`src/stt_pkg.sv`:
```
// Package with types, codes and sizes shared by the sleep timer table.
package stt_pkg;

  localparam int TIMER_SLOTS = 32;
  localparam int SLOT_W      = (TIMER_SLOTS > 1) ? $clog2(TIMER_SLOTS) : 1;
  localparam int CNT_W       = $clog2(TIMER_SLOTS + 1);
  localparam int TICK_W      = 64;
  localparam int PID_W       = 16;
  localparam int ACT_W       = 6;
  localparam int ENTRY_W     = TICK_W + PID_W;

  typedef enum logic [1:0] {
    OP_TICK  = 2'd0,
    OP_QUERY = 2'd1,
    OP_SLEEP = 2'd2,
    OP_NONE  = 2'd3
  } op_e;

  typedef enum logic [1:0] {
    KIND_WAKE     = 2'd0,
    KIND_TICKS    = 2'd1,
    KIND_ACCEPTED = 2'd2,
    KIND_FULL     = 2'd3
  } kind_e;

  typedef enum logic [1:0] {
    ST_IDLE,
    ST_SCAN,
    ST_FLUSH
  } state_e;

  typedef struct packed {
    op_e               operation;
    logic [15:0]       tick_increment;
    logic [31:0]       sleep_duration;
    logic [PID_W-1:0]  requester;
  } cmd_t;

  typedef struct packed {
    kind_e             kind;
    logic [PID_W-1:0]  process_id;
    logic [TICK_W-1:0] tick_value;
    logic [ACT_W-1:0]  active_timers;
    logic              last;
  } result_t;

  typedef struct packed {
    logic [TICK_W-1:0] deadline;
    logic [PID_W-1:0]  holder;
  } entry_t;

  typedef struct packed {
    logic    valid;
    result_t word;
  } emit_t;

endpackage

```
`src/stt_ram.sv`:
```
// Generic simple dual-port RAM with registered read.
module stt_ram #(
  parameter int WIDTH = 8,
  parameter int DEPTH = 32
) (
  input  logic                                       clk_i,
  input  logic                                       we_i,
  input  logic [((DEPTH > 1) ? $clog2(DEPTH) : 1)-1:0] waddr_i,
  input  logic [WIDTH-1:0]                           wdata_i,
  input  logic                                       re_i,
  input  logic [((DEPTH > 1) ? $clog2(DEPTH) : 1)-1:0] raddr_i,
  output logic [WIDTH-1:0]                           rdata_o
);

  logic [WIDTH-1:0] mem_q [DEPTH];

  always_ff @(posedge clk_i) begin
    if (we_i) begin
      mem_q[waddr_i] <= wdata_i;
    end
    if (re_i) begin
      rdata_o <= mem_q[raddr_i];
    end
  end

endmodule

```
`src/stt_ctrl.sv`:
```
// Command sequencer: tick count, busy bits, slot scan and sleep slot allocation.
module stt_ctrl (
  input  logic                        clk_i,
  input  logic                        rst_ni,
  input  logic                        start,
  input  stt_pkg::cmd_t               cmd_i,
  output logic                        busy,
  output logic                        ram_we_o,
  output logic [stt_pkg::SLOT_W-1:0]  ram_waddr_o,
  output stt_pkg::entry_t             ram_wdata_o,
  output logic                        ram_re_o,
  output logic [stt_pkg::SLOT_W-1:0]  ram_raddr_o,
  input  stt_pkg::entry_t             ram_rdata_i,
  output stt_pkg::emit_t              emit_o
);

  stt_pkg::state_e                   state_q, state_d;
  logic [stt_pkg::TICK_W-1:0]        tick_q, tick_d;
  logic [stt_pkg::ACT_W-1:0]         bcnt_q, bcnt_d;
  logic [stt_pkg::TIMER_SLOTS-1:0]   slot_busy_q, slot_busy_d;
  logic [stt_pkg::CNT_W-1:0]         rd_addr_q, rd_addr_d;
  logic                              cmp_vld_q, cmp_vld_d;
  logic [stt_pkg::SLOT_W-1:0]        cmp_idx_q, cmp_idx_d;
  logic                              pend_vld_q, pend_vld_d;
  logic [stt_pkg::PID_W-1:0]         pend_pid_q, pend_pid_d;
  logic [stt_pkg::ACT_W-1:0]         pend_cnt_q, pend_cnt_d;

  logic                              accept;
  logic                              issue;
  logic                              expired;
  logic                              scan_end;
  logic                              free_found;
  logic [stt_pkg::SLOT_W-1:0]        free_idx;

  assign busy     = (state_q != stt_pkg::ST_IDLE);
  assign accept   = start && !busy;
  assign issue    = (state_q == stt_pkg::ST_SCAN) &&
                    (rd_addr_q < stt_pkg::CNT_W'(stt_pkg::TIMER_SLOTS));
  assign expired  = cmp_vld_q && slot_busy_q[cmp_idx_q] &&
                    (tick_q >= ram_rdata_i.deadline);
  assign scan_end = cmp_vld_q &&
                    (cmp_idx_q == stt_pkg::SLOT_W'(stt_pkg::TIMER_SLOTS - 1));

  // lowest free slot
  always_comb begin
    free_found = 1'b0;
    free_idx   = '0;
    for (int i = stt_pkg::TIMER_SLOTS - 1; i >= 0; i--) begin
      if (!slot_busy_q[i]) begin
        free_found = 1'b1;
        free_idx   = stt_pkg::SLOT_W'(i);
      end
    end
  end

  always_comb begin
    state_d = state_q;
    case (state_q)
      stt_pkg::ST_IDLE: begin
        if (accept && cmd_i.operation == stt_pkg::OP_TICK) begin
          state_d = stt_pkg::ST_SCAN;
        end
      end
      stt_pkg::ST_SCAN: begin
        if (scan_end) begin
          state_d = stt_pkg::ST_FLUSH;
        end
      end
      stt_pkg::ST_FLUSH: begin
        state_d = stt_pkg::ST_IDLE;
      end
      default: begin
        state_d = stt_pkg::ST_IDLE;
      end
    endcase
  end

  always_comb begin
    tick_d      = tick_q;
    bcnt_d      = bcnt_q;
    slot_busy_d = slot_busy_q;
    rd_addr_d   = rd_addr_q;
    cmp_vld_d   = issue;
    cmp_idx_d   = rd_addr_q[stt_pkg::SLOT_W-1:0];
    pend_vld_d  = pend_vld_q;
    pend_pid_d  = pend_pid_q;
    pend_cnt_d  = pend_cnt_q;
    ram_we_o    = 1'b0;
    ram_waddr_o = free_idx;
    ram_wdata_o.deadline = tick_q + stt_pkg::TICK_W'(cmd_i.sleep_duration);
    ram_wdata_o.holder   = cmd_i.requester;
    ram_re_o    = issue;
    ram_raddr_o = rd_addr_q[stt_pkg::SLOT_W-1:0];
    emit_o      = '0;

    case (state_q)
      stt_pkg::ST_IDLE: begin
        if (accept) begin
          case (cmd_i.operation)
            stt_pkg::OP_TICK: begin
              tick_d     = tick_q + stt_pkg::TICK_W'(cmd_i.tick_increment);
              rd_addr_d  = '0;
              pend_vld_d = 1'b0;
            end
            stt_pkg::OP_QUERY: begin
              emit_o.valid              = 1'b1;
              emit_o.word.kind          = stt_pkg::KIND_TICKS;
              emit_o.word.process_id    = cmd_i.requester;
              emit_o.word.tick_value    = tick_q;
              emit_o.word.active_timers = bcnt_q;
              emit_o.word.last          = 1'b1;
            end
            stt_pkg::OP_SLEEP: begin
              emit_o.valid           = 1'b1;
              emit_o.word.process_id = cmd_i.requester;
              emit_o.word.last       = 1'b1;
              if (free_found) begin
                ram_we_o                  = 1'b1;
                slot_busy_d[free_idx]     = 1'b1;
                bcnt_d                    = bcnt_q + 1'b1;
                emit_o.word.kind          = stt_pkg::KIND_ACCEPTED;
                emit_o.word.active_timers = bcnt_q + 1'b1;
              end else begin
                emit_o.word.kind          = stt_pkg::KIND_FULL;
                emit_o.word.active_timers = bcnt_q;
              end
            end
            default: begin
            end
          endcase
        end
      end
      stt_pkg::ST_SCAN: begin
        if (issue) begin
          rd_addr_d = rd_addr_q + 1'b1;
        end
        if (expired) begin
          slot_busy_d[cmp_idx_q] = 1'b0;
          bcnt_d                 = bcnt_q - 1'b1;
          // hand out the previous wake, hold the new one until its successor is known
          if (pend_vld_q) begin
            emit_o.valid              = 1'b1;
            emit_o.word.kind          = stt_pkg::KIND_WAKE;
            emit_o.word.process_id    = pend_pid_q;
            emit_o.word.active_timers = pend_cnt_q;
          end
          pend_vld_d = 1'b1;
          pend_pid_d = ram_rdata_i.holder;
          pend_cnt_d = bcnt_q - 1'b1;
        end
      end
      stt_pkg::ST_FLUSH: begin
        if (pend_vld_q) begin
          emit_o.valid              = 1'b1;
          emit_o.word.kind          = stt_pkg::KIND_WAKE;
          emit_o.word.process_id    = pend_pid_q;
          emit_o.word.active_timers = pend_cnt_q;
          emit_o.word.last          = 1'b1;
        end
        pend_vld_d = 1'b0;
      end
      default: begin
      end
    endcase
  end

  always_ff @(posedge clk_i or negedge rst_ni) begin
    if (!rst_ni) begin
      state_q     <= stt_pkg::ST_IDLE;
      tick_q      <= '0;
      bcnt_q      <= '0;
      slot_busy_q <= '0;
      rd_addr_q   <= '0;
      cmp_vld_q   <= 1'b0;
      pend_vld_q  <= 1'b0;
    end else begin
      state_q     <= state_d;
      tick_q      <= tick_d;
      bcnt_q      <= bcnt_d;
      slot_busy_q <= slot_busy_d;
      rd_addr_q   <= rd_addr_d;
      cmp_vld_q   <= cmp_vld_d;
      pend_vld_q  <= pend_vld_d;
    end
  end

  always_ff @(posedge clk_i) begin
    cmp_idx_q  <= cmp_idx_d;
    pend_pid_q <= pend_pid_d;
    pend_cnt_q <= pend_cnt_d;
  end

endmodule

```
`src/sleep_timer_table.sv`:
```
// Top level of the sleep timer table: sequencer, slot memory and result register.
//
//   channel   handshake                    payload
//   command   start (in), busy (out)       cmd_i    : stt_pkg::cmd_t
//   result    result_valid_o (one cycle)   result_o : stt_pkg::result_t
//
// A command is taken at a rising edge with start high and busy low.
// Query and sleep answer in the next cycle and leave busy low.
// Tick advance holds busy through the scan: one slot memory read per cycle,
// each slot compared in the cycle after its read, then a flush state.
// Wake words leave at most one per cycle; the last one is flagged.
// Reset clears the count, busy bits and control state; slot memory is not cleared.
module sleep_timer_table (
  input  logic              clk_i,
  input  logic              rst_ni,
  input  logic              start,
  input  stt_pkg::cmd_t     cmd_i,
  output logic              busy,
  output logic              result_valid_o,
  output stt_pkg::result_t  result_o
);

  logic                       ram_we;
  logic [stt_pkg::SLOT_W-1:0] ram_waddr;
  stt_pkg::entry_t            ram_wdata;
  logic                       ram_re;
  logic [stt_pkg::SLOT_W-1:0] ram_raddr;
  stt_pkg::entry_t            ram_rdata;
  stt_pkg::emit_t             emit;
  logic                       valid_q;
  stt_pkg::result_t           result_q;

  stt_ctrl u_ctrl (
    .clk_i       (clk_i),
    .rst_ni      (rst_ni),
    .start       (start),
    .cmd_i       (cmd_i),
    .busy        (busy),
    .ram_we_o    (ram_we),
    .ram_waddr_o (ram_waddr),
    .ram_wdata_o (ram_wdata),
    .ram_re_o    (ram_re),
    .ram_raddr_o (ram_raddr),
    .ram_rdata_i (ram_rdata),
    .emit_o      (emit)
  );

  stt_ram #(
    .WIDTH (stt_pkg::ENTRY_W),
    .DEPTH (stt_pkg::TIMER_SLOTS)
  ) u_slot_ram (
    .clk_i   (clk_i),
    .we_i    (ram_we),
    .waddr_i (ram_waddr),
    .wdata_i (ram_wdata),
    .re_i    (ram_re),
    .raddr_i (ram_raddr),
    .rdata_o (ram_rdata)
  );

  always_ff @(posedge clk_i or negedge rst_ni) begin
    if (!rst_ni) begin
      valid_q <= 1'b0;
    end else begin
      valid_q <= emit.valid;
    end
  end

  always_ff @(posedge clk_i) begin
    if (emit.valid) begin
      result_q <= emit.word;
    end
  end

  assign result_valid_o = valid_q;
  assign result_o       = result_q;

endmodule

```
`config.mk`:
```
export PLATFORM = sky130hd
export DESIGN_NAME = sleep_timer_table
export DESIGN_NICKNAME = d
export VERILOG_FILES = /design/src/stt_pkg.sv /design/src/stt_ram.sv /design/src/stt_ctrl.sv /design/src/sleep_timer_table.sv
export SDC_FILE = /design/constraint.sdc
export NUM_CORES = 2
export LEC_CHECK = 0
export BUFFER_PORTS_ARGS = -buffer_cell sky130_fd_sc_hd__buf_2
export CORE_ASPECT_RATIO = 2
export CORE_UTILIZATION = 45
export CTS_CLUSTER_SIZE = 8
export DETAILED_ROUTE_END_ITERATION = 10
export SETUP_SLACK_MARGIN = 0.2
export SYNTH_ARGS = -nofsm -noshare
export SYNTH_HDL_FRONTEND = slang
export SYNTH_HIERARCHICAL = 1
export SYNTH_SLANG_ARGS = --single-unit
```
`constraint.sdc`:
```
create_clock -name clk_i -period 17.5 [get_ports clk_i]
set_input_delay 4.375 -clock clk_i [delete_from_list [all_inputs] [get_ports clk_i]]
set_output_delay 4.375 -clock clk_i [all_outputs]
set_load 0.03 [all_outputs]
```
==> flow_metrics.py <==
metrics = {
    "run_status": {
        "outcome": "finished, violations left",
        "violations": "design-rule violations",
    },
    "detailed_routing": {
        "ant_nets": 0,
        "vias_per_cell": 6.37,
        "post-route-drc-count": 2,
        "drtIter0Drc": 7342,
        "vias": 64220,
        "post_drt_wl_per_cell_um": 35.2,
        "wl_um": 355000,
        "drt_pass1_iterations": 10,
    },
    "pwr": {
        "vdd_ir_drop_max_uv": 126,
        "clkPwrFrac_pct": 33.2,
        "p_leak_nw": 44.2,
        "power_density_nw_per_um2": 158,
        "power_frac_seq_pct": 40.9,
        "switching_power_mw": 6.53,
        "p_comb_share_pct": 25.9,
        "p_sw_share_pct": 31.4,
        "intPower_mw": 14.2,
    },
    "clock_tree": {
        "ctsHoldBuffers": 0,
        "cts_max_path_buffers": 4,
        "clkTransAtPathRegs_ps": 50,
        "cts_made_buffers": 400,
        "cts_setup_buffers": 0,
        "cts_tree": "done",
        "clock-root-buffer": "clkbuf_16",
        "cts-resized-gates": 0,
        "clk_latency_ps": 950,
        "htreeDepth": 5,
        "clkSinkCount": 2869,
    },
    "grt": {
        "globalRouteOverflowTotal": 0,
        "met1_usage_pct": 32.2,
        "antenna_found_initial": 22,
        "gr-usage-met3_pct": 4.22,
        "grt_pass1_vias": 65379,
        "grt_pass1_wl_um": 492000,
        "grt-busiest-layer": "met2",
        "grt_util_all_layers_pct": 27.2,
        "grt_util_met2_pct": 48.5,
        "grt_max_degree": 114,
    },
    "worst_setup_path": {
        "critical_path_arrival_ps": 9700,
        "critPathSlowestCell": "o31ai_1",
        "crit_type": "input port to flop",
        "required_ps": 18030,
        "end_kind": "flop",
        "critical-path-top-delay-family": "compound AO/OA/AOI/OAI gates",
        "crit_top_cell": "a21oi_1",
        "crit_buf_inv": 1,
        "startpoint": "cmd_i[16]",
        "worstPathMaxFanout": 32,
        "cp-start-kind": "input port",
        "crit_chain": "buf_2 -> ha_1 -> a211oi_1 -> o21ai_0 -> a21oi_1 -> o31ai_1 -> a41o_1 -> nand3_2 -> a21oi_1 -> xor2_2",
        "reg2reg_from": "u_ctrl/tick_q[1]",
        "worst_path_largest_cell_delay_ps": 1050,
    },
    "timing": {
        "period_needed_ps": 9170,
        "rsz0062_at_grt": "false",
        "max-slew-margin-rel_pct": 7.47,
        "slew_viol_final": 0,
        "worst_slew_pin_slew_ps": 1380,
        "tns_ps": 0,
        "finClkSkew_ps": 66.4,
        "setup_viol": 0,
        "fmaxAchievable_ghz": 0.109,
        "hold_viol": 0,
        "finalCritPeriodShare_pct": 52.4,
    },
    "floorplanning": {
        "fp.dieH_um": 717,
        "dieArea_um2": 258000,
        "fp.dieW_um": 359,
        "row_count": 262,
        "start_util_pct": 45.2,
        "pin_count": 160,
        "core-area_um2": 254000,
    },
    "finish": {
        "layout.nets": 6839,
        "final_common_cell": "edfxtp_1",
        "fin_area_um2": 131000,
        "area_growth_pct": 14.3,
        "most-common-layout-cells": "2751 x edfxtp_1, 641 x mux2i_1, 429 x a22oi_1, 405 x clkbuf_16, 328 x mux4_2",
        "layout-drive-gt1-share_pct": 18.4,
    },
    "placed_design": {
        "place_congestion": 0.910,
        "numPortBuffers": 159,
        "dpl.hpwl_um": 205000,
        "place_area_um2": 120000,
    },
    "logic_synthesis": {
        "ys_ff_latch": 2869,
        "synth-edff-count": 2751,
        "syn_inst": 6247,
        "synthesis.nets": 6437,
        "yosys.cell_types.count": 87,
        "yosys_most_used_dff": "edfxtp_1",
        "syn_avg_cell_area_um2": 18.4,
        "yosysSeqAreaShare_pct": 74.4,
        "async_flop_share_pct": 3.94,
        "synth_area_um2": 115000,
        "synth_warnings": 6,
    },
    "hold_path": {
        "min_path_type": "flop to flop",
        "min_from": "u_slot_ram/rdata_o[12]",
    },
    "job": {
        "cap_violations": 0,
    },
}
registers in the layout (all words and copies together), names as in the netlist:
name / cells
u_ctrl/slot_busy_q: 32
u_ctrl/cmp_idx_q: 5
u_slot_ram/mem_q: 2560
u_ctrl/state_q: 2
u_ctrl/pend_cnt_q: 6
u_ctrl/bcnt_q: 6
u_ctrl/pend_pid_q: 16
result_valid_o: 1
u_ctrl/cmp_vld_q: 1
u_ctrl/rd_addr_q: 6
result_o: 89
u_ctrl/pend_vld_q: 1
u_slot_ram/rdata_o: 80
u_ctrl/tick_q: 64
area by class of cell:
cell class	instances	area, µm²
inverter	132	495
clock inverter	19	240
timing repair buffer	350	2360
fill	20309	123000
antenna	10	25.0
multi-input combinational	2896	28000
clock buffer	511	10500
tap	3300	4130
sequential	2869	85600
cell usage after synthesis, drive strengths merged, types with 17 or more instances:
master / instances / area [µm²]
a21oi: 87 / 435
o21ai: 60 / 300
a22oi: 429 / 3220
a21o: 45 / 338
nor2: 124 / 468
nand2: 134 / 503
dfrtp: 113 / 2830
nand4: 93 / 588
a211oi: 36 / 280
nor2b: 29 / 181
edfxtp: 2751 / 82600
a31oi: 53 / 332
inv: 131 / 492
a2111oi: 30 / 313
mux4: 328 / 7390
buf: 206 / 1270
a22o: 61 / 534
mux2i: 641 / 6420
clkbuf: 144 / 541
nor3: 22 / 115
and3: 22 / 138
nand2b: 17 / 106
and2: 83 / 519
xor2: 56 / 490
xnor2: 73 / 639
nand3: 192 / 961
ha: 119 / 1490
power by group through the flow:
stage | registers, mW | clock network, mW | logic [mW]
floorplan | 8.50 | 0 | 3.48
global placement | 8.62 | 0 | 5.27
detailed placement | 8.62 | 0 | 5.34
CTS | 8.49 | 6.97 | 5.36
global route | 8.50 | 7.22 | 5.64
finish | 8.50 | 6.89 | 5.38
metal layers:
metal / routed length [µm] / vias up / part of all wire [%]
li1: - / 26050 / -
met1: 126000 / 34056 / 36
met2: 185000 / 3257 / 52
met3: 25600 / 837 / 7.2
met4: 18100 / 20 / 5.1
met5: 121 / - / 0.034
per-stage QoR:
stage | utilization (%) | setup WS (ps) | cells | total power, mW | hold slack [ps]
after floorplan | - | 7600 | 6247 | 12.0 | 400
after global placement | 47.4 | 7620 | 9545 | 13.9 | 407
after detailed placement | 47.4 | 7550 | 9545 | 14.0 | 410
after CTS | 51.6 | 8500 | 10075 | 20.8 | 417
after global routing | 51.6 | 8220 | 10078 | 21.4 | 429
final | 51.6 | 8330 | 10087 | 20.8 | 418
final timing paths:
| kind | to | slack, ps | depth (start not counted) |
|---|---|---|---|
| setup / recovery | u_slot_ram/mem_q[8][59] | 8330 | 10 |
| hold / removal | u_ctrl/pend_pid_q[12] | 420 | 0 |
| setup reg to reg | u_slot_ram/mem_q[18][60] | 11390 | 11 |
| hold reg to reg | u_ctrl/pend_pid_q[12] | 420 | 0 |
| max in group asynchronous | u_ctrl/tick_q[41] | 12720 | 2 |
| min in group asynchronous | u_ctrl/state_q[0] | 3530 | 1 |
cell families after synthesis:
kind of cell    share of synthesized area (%)
fa+ha+maj                                1.33
compound gates                           5.82
flops                                    74.4
buf+inv                                  2.01
simple gates                             3.46
mux                                      12.0
xor+xnor                                0.983
(Power assumes the default switching activity.)
